$ cat src/hdl/bpa_pkg.sv
// ----------------------------------------------------------------------------
// bpa_pkg
// Shared constants, types and helpers for the bitmap page allocator.
// ----------------------------------------------------------------------------
package bpa_pkg;

  localparam int MaxPages    = 32768;
  localparam int MapWordBits = 32;
  localparam int PageShift   = 12;

  localparam int MapWords = MaxPages / MapWordBits;
  localparam int SumWords = MapWords / MapWordBits;

  localparam int BitIdxW  = $clog2(MapWordBits);
  localparam int WordIdxW = $clog2(MapWords);
  localparam int SumIdxW  = $clog2(SumWords);
  localparam int PageW    = $clog2(MaxPages);
  localparam int CountW   = 16;
  localparam int FreeAddrW = 32;
  localparam int FreePageW = FreeAddrW - PageShift;
  localparam int PageAddrW = PageW + PageShift;
  localparam int CfgAddrW  = 3;
  localparam int CfgDataW  = 32;

  localparam logic [CountW-1:0] TotalReset    = 16'd32768;
  localparam logic [CountW-1:0] ReservedReset = 16'd1280;

  localparam logic REG_TOTAL    = 1'b0;
  localparam logic REG_RESERVED = 1'b1;

  typedef logic [MapWordBits-1:0] map_word_t;

  typedef enum logic [1:0] {
    OP_ALLOC = 2'd0,
    OP_FREE  = 2'd1,
    OP_INIT  = 2'd2,
    OP_NONE  = 2'd3
  } op_t;

  typedef enum logic [1:0] {
    ST_OK           = 2'd0,
    ST_NO_FREE      = 2'd1,
    ST_ALREADY_FREE = 2'd2,
    ST_OUT_OF_RANGE = 2'd3
  } status_t;

  typedef enum logic [2:0] {
    S_IDLE,
    S_SWEEP,
    S_ALLOC_SUM,
    S_ALLOC_MAP,
    S_FREE_MAP
  } state_t;

  typedef struct packed {
    logic [CountW-1:0] page_total;
    logic [CountW-1:0] reserved_pages;
  } cfg_t;

  // lowest clear bit of a word
  function automatic logic [BitIdxW-1:0] first_zero(input map_word_t w);
    logic [BitIdxW-1:0] idx;
    idx = '0;
    for (int i = MapWordBits - 1; i >= 0; i--) begin
      if (!w[i]) begin
        idx = i[BitIdxW-1:0];
      end
    end
    return idx;
  endfunction

endpackage

$ cat src/hdl/bpa_regs.sv
// ----------------------------------------------------------------------------
// bpa_regs
// APB register file holding the page total and reserved page count.
// ----------------------------------------------------------------------------
module bpa_regs (
  input  logic                           clk,
  input  logic                           rst,
  input  logic                           psel,
  input  logic                           penable,
  input  logic                           pwrite,
  input  logic [bpa_pkg::CfgAddrW-1:0]   paddr,
  input  logic [bpa_pkg::CfgDataW-1:0]   pwdata,
  output logic [bpa_pkg::CfgDataW-1:0]   prdata,
  output logic                           pready,
  output bpa_pkg::cfg_t                  cfg
);

  logic wr_en;

  assign pready = 1'b1;
  assign wr_en  = psel && penable && pwrite;

  always_ff @(posedge clk) begin
    if (rst) begin
      cfg.page_total     <= bpa_pkg::TotalReset;
      cfg.reserved_pages <= bpa_pkg::ReservedReset;
    end else if (wr_en) begin
      case (paddr[2])
        bpa_pkg::REG_TOTAL:    cfg.page_total     <= pwdata[bpa_pkg::CountW-1:0];
        bpa_pkg::REG_RESERVED: cfg.reserved_pages <= pwdata[bpa_pkg::CountW-1:0];
        default: ;
      endcase
    end
  end

  always_comb begin
    case (paddr[2])
      bpa_pkg::REG_TOTAL:
        prdata = {{(bpa_pkg::CfgDataW-bpa_pkg::CountW){1'b0}}, cfg.page_total};
      bpa_pkg::REG_RESERVED:
        prdata = {{(bpa_pkg::CfgDataW-bpa_pkg::CountW){1'b0}}, cfg.reserved_pages};
      default:
        prdata = '0;
    endcase
  end

endmodule

$ cat config.mk
export PLATFORM = sky130hd
export DESIGN_NAME = bpa_regs
export DESIGN_NICKNAME = d
export VERILOG_FILES = /design/src/hdl/bpa_pkg.sv /design/src/hdl/bpa_regs.sv
export SDC_FILE = /design/constraint.sdc
export NUM_CORES = 1
export LEC_CHECK = 0
export BUFFER_PORTS_ARGS = -buffer_cell sky130_fd_sc_hd__buf_4
export CORE_ASPECT_RATIO = 1.2
export CORE_UTILIZATION = 46
export DETAILED_ROUTE_END_ITERATION = 10
export PLACE_DENSITY = 0.85
export SLEW_MARGIN = 20
export SYNTH_ARGS = -nofsm -noshare
export SYNTH_HDL_FRONTEND = slang
export SYNTH_SLANG_ARGS = --single-unit
$ cat constraint.sdc
create_clock -name clk -period 1.74 [get_ports clk]
set_input_delay 0.087 -clock clk [delete_from_list [all_inputs] [get_ports clk]]
set_output_delay 0.087 -clock clk [all_outputs]
set_load 0.03 [all_outputs]
# Word level (Yosys, flattened, before mapping)
# Cells that the tools add are included.
word_totals:
  elab_cells: 8
  latchBits: 0
  mem_bits_rw: 0
  reg_bits: 32
  romBits: 0
  in_bits: 40
  n_memories: 0
op_classes:
  n_shift: 0
  n_lt_le_gt_ge: 0
  n_addsub: 0
  bitwise_logic: 1
  eq_ne: 0
  reduce_logical: 4
  mux: 1
  div_mod_pow: 0
  multipliers: 0
op_table:
  columns: ["cell", "count"]
  rows:
  - ["32-bit case mux with 2 select lines", 1]
  - ["2-bit AND reduction", 2]
  - ["1-bit logical AND", 2]
  - ["1-bit inverter", 1]

# Logic depth before layout (Yosys ltp)
depth:
  depth_word: 3
  mapped_depth: 4
  depth_no_buf: 2

# Worst setup path after synthesis
# OpenSTA, ideal clock, no wires.
synth_timing:
  path_kind: "register to output"
  start: "reg cfg[0] in the netlist's numbering"
  end: "out prdata[0] in the netlist's numbering"
  t_required_ns: 1.653
  path_stages_with_launch: 2
  t_arrival_ns: 0.814
  path_buffers: 0
  setup_slack_ns: 0.839
  path_cell_list: "dfxtp_1 > mux2_2"
synth_between:
  elab_chain_len: 1
synth_rtl:
  columns: ["item", "line", "rtl"]
  rows:
  - ["start: declaration", "bpa_regs.sv:15", "output bpa_pkg::cfg_t cfg"]
  - ["32-bit case mux with 2 select lines", "bpa_regs.sv:37", "case (paddr[2])"]
  - ["end: declaration", "bpa_regs.sv:13", "output logic [bpa_pkg::CfgDataW-1:0] prdata,"]
# No other way between the ends. The select of a mux whose other input is x is not followed.

# Final worst setup path
layout_timing:
  start: "reg cfg[2] in the netlist's numbering"
  end: "out prdata[2] in the netlist's numbering"
# Same word-level chain as after synthesis.

==> results by stage <==
STA:
- The final-layout setup total negative slack is 0 ps.
- The share of the clock period used by the worst path after layout is 64.95%.
- The final number of max-transition violations is 0.
- Setup repair after global routing left no endpoint under its margin.
- The final hold violation count is 0.
- The time the final worst path needs with I/O delays and setup is 1130 ps.
- The worst clock skew is 0 ps.
- Setup violations remaining at the end of the flow were counted as 0.
- The final setup slack of the worst path is 609.9 ps.
- The maximum clock frequency is 884.9 MHz.

Logic synthesis:
- The share of synthesized area occupied by flip-flops and latches is 37.98%.
- The count of yosys warnings during synthesis is 0.
- In this run, distinct cell masters in the synthesized netlist total 13.
- By area the synthesized netlist is led by sky130_fd_sc_hd__dfxtp_1, sky130_fd_sc_hd__mux2i_1, sky130_fd_sc_hd__nand2b_1, sky130_fd_sc_hd__mux2_2, sky130_fd_sc_hd__buf_4.
- Averaged over all synthesized cells, the footprint is 10.35 um^2.
- After synthesis, the largest area contributor takes up 37.98% of total cell area.
- After technology mapping, the gate count stands at 163.
- The largest total area in the synthesized netlist belongs to sky130_fd_sc_hd__dfxtp_1.
- After synthesis the netlist holds a flip-flop and latch count of 32.
- The synthesized netlist occupies a cell area of 1687 um^2.

Power:
- The highest ir drop seen on vdd is 536.3 uV.
- The design draws 1.626 mW.
- Power spread over the standard cell area amounts to 733.3 nW/um^2.
- The static power due to leakage is 1.079 nW.

Critical path:
- The critical path data required time is 1650 ps.
- The arrival time reported for the critical path endpoint is 1040 ps.
- STA classifies the critical path startpoint as a flop.
- The critical path class is flop to output pin.
- STA classifies the critical path endpoint as an output pin.
- The maximum fanout encountered on the critical timing path is 3.

Finish:
- The finished cells cover 2217 um^2.
- The count of non-filler cells in the finished layout is 267.
- The library cell used most frequently in the layout, excluding fill and tap cells, is sky130_fd_sc_hd__buf_4.
- The largest registers in the layout are cfg: 32 flops.
- Counting the fill cells in the layout gives 314.
- The share of cells above drive strength 1 is 40.87%.
- Leaving out fill and tap cells, the most frequent cells in the layout are sky130_fd_sc_hd__buf_4, sky130_fd_sc_hd__nand2b_1, sky130_fd_sc_hd__mux2i_1, sky130_fd_sc_hd__dfxtp_1, sky130_fd_sc_hd__conb_1.
- The flip-flop count of the largest register, all copies and words added is 32.
- The most flop-heavy register is cfg.
- The number of inserted diodes is 0.
- The number of nets in the finished design is 269.
- The area growth from synthesis to layout is 31.45%.

Clock tree:
- In this run the clock root is driven by a sky130_fd_sc_hd__clkbuf_8.
- In this run, post-CTS repair resized a total of 0 instances.
- The H-tree depth is 2.
- The clock latency on the worst-skew pair is 280 ps.
- The clock-pin slew reported for the worst setup and hold paths after clock tree synthesis is 60 ps.
- The number of buffers inserted by hold repair at cts is 0.
- The clock tree from TritonCTS is built.
- The clock passes through at most 2 buffers.
- The number of buffers added for setup after CTS is 0.
- The clock net in this run drives a total of 32 sinks.
- The number of clock buffers inserted by TritonCTS is 5.

Floorplan:
- The vertical die dimension is 68.33 um.
- The floorplan core area is 3425 um^2.
- The floorplan step set the die width to 57.28 um.
- The die covers 3914 um^2.
- The initial cell density of the core is 49.25%.
- In this run the core area contains 23 standard-cell rows.
- 105 I/O pins were placed.

Drt:
- Dividing the detail-routed via count by the number of cells gives 4.816.
- Detailed routing inserted a total of 1286 vias.
- The DRC violation total after the first TritonRoute iteration is 44.
- Wires add up to 3190 um.
- The first detailed-routing pass ran for 8 iterations.
- In the final routed layout, each cell accounts on average for 11.95 um.
- In the routed design, unresolved DRC markers number 7.
- The remaining number of nets flagged by the antenna check after routing is 0.

Placed design:
- At the end of routability-driven placement, the weighted congestion stood at 0.6410.
- After detailed placement, the total cell area comes to 2127 um^2.
- The post-placement worst setup slack is 483.9 ps.
- The HPWL after detailed placement is 2214 um.
- The number of buffers added on ports is 69.
- Once placement completed, the tool counted placed cells totaling 259.

Job:
- The max-cap check violation count is 0.

Outcome:
- The final reports fail on design-rule violations.
- The run finished, with violations left.

Global route:
- The number of global-route vias before repair is 1115.
- The first global-routing pass estimated 4864 um of wire.
- Entering global routing, the biggest net connects 52 pins.
- The initial antenna violation count is 0.
- The remaining global-route overflow is 0.
- Global routing used 16.77% of the available tracks across all layers.

Worst hold path:
- The min-delay analysis places its worst path in the category input pin to flop.
per-layer routing:
metal	part of all wire, %	routed length (um)	global-route usage (%)
met4	1.6	52	10.06
met1	42	1326	17.05
met3	6.3	202	5.293
met2	50	1608	30.29
met5	0	0	0
per-stage QoR:
step	utilization, %	hold WS [ps]
global placement	62.11	351.1
floorplan	-	242.3
global route	64.74	77.55
detailed placement	62.11	365.7
CTS	64.74	72.11
finish	64.74	80.96
path summary, 6_finish.rpt:
| kind | slack, ps | start | to | cells past startpoint |
|---|---|---|---|---|
| max reg2reg | 1110 | cfg[22] | cfg[22] | 2 |
| min | 80 | pwdata[8] | cfg[8] | 3 |
| max | 610 | cfg[2] | prdata[2] | 2 |
| min reg2reg | 490 | cfg[18] | cfg[18] | 2 |
cells by family after synthesis:
family | Yosys count | synth area share (%)
AND/OR/NAND/NOR | 55 | 20.77
buffers and inverters | 26 | 11.13
flip-flops | 32 | 37.98
multiplexers | 48 | 29.67
other | 2 | 0.4453
power breakdown:
group	switching, mW	total, mW	leakage [nW]	internal, mW
sequential	0.0122	0.761	0.259	0.749
clock	0.254	0.576	0.0455	0.322
combinational	0.173	0.289	0.774	0.116
layout make-up:
class                   count  area, um^2  area share [%]
multi-input cells         120       914.6           41.25
well taps                  37       46.29           2.088
flip-flops and latches     32       640.6           28.89
repair buffers             70       525.5           23.70
clock buffers               8       90.09           4.063
worst max-delay path, stage by stage, from the launching register on:
cell and delay, ps:
sky130_fd_sc_hd__dfxtp_1 320, sky130_fd_sc_hd__mux2_2 270, sky130_fd_sc_hd__buf_4 170
cells in the mapped netlist, drive strengths merged:
library cell	count
nand4	1
and4	1
nor2	6
conb	2
and4b	1
dfxtp	32
mux2	16
nand2b	45
clkbuf	5
buf	21
mux2i	32
nand4b	1
Power figures use the tool's default switching activity.
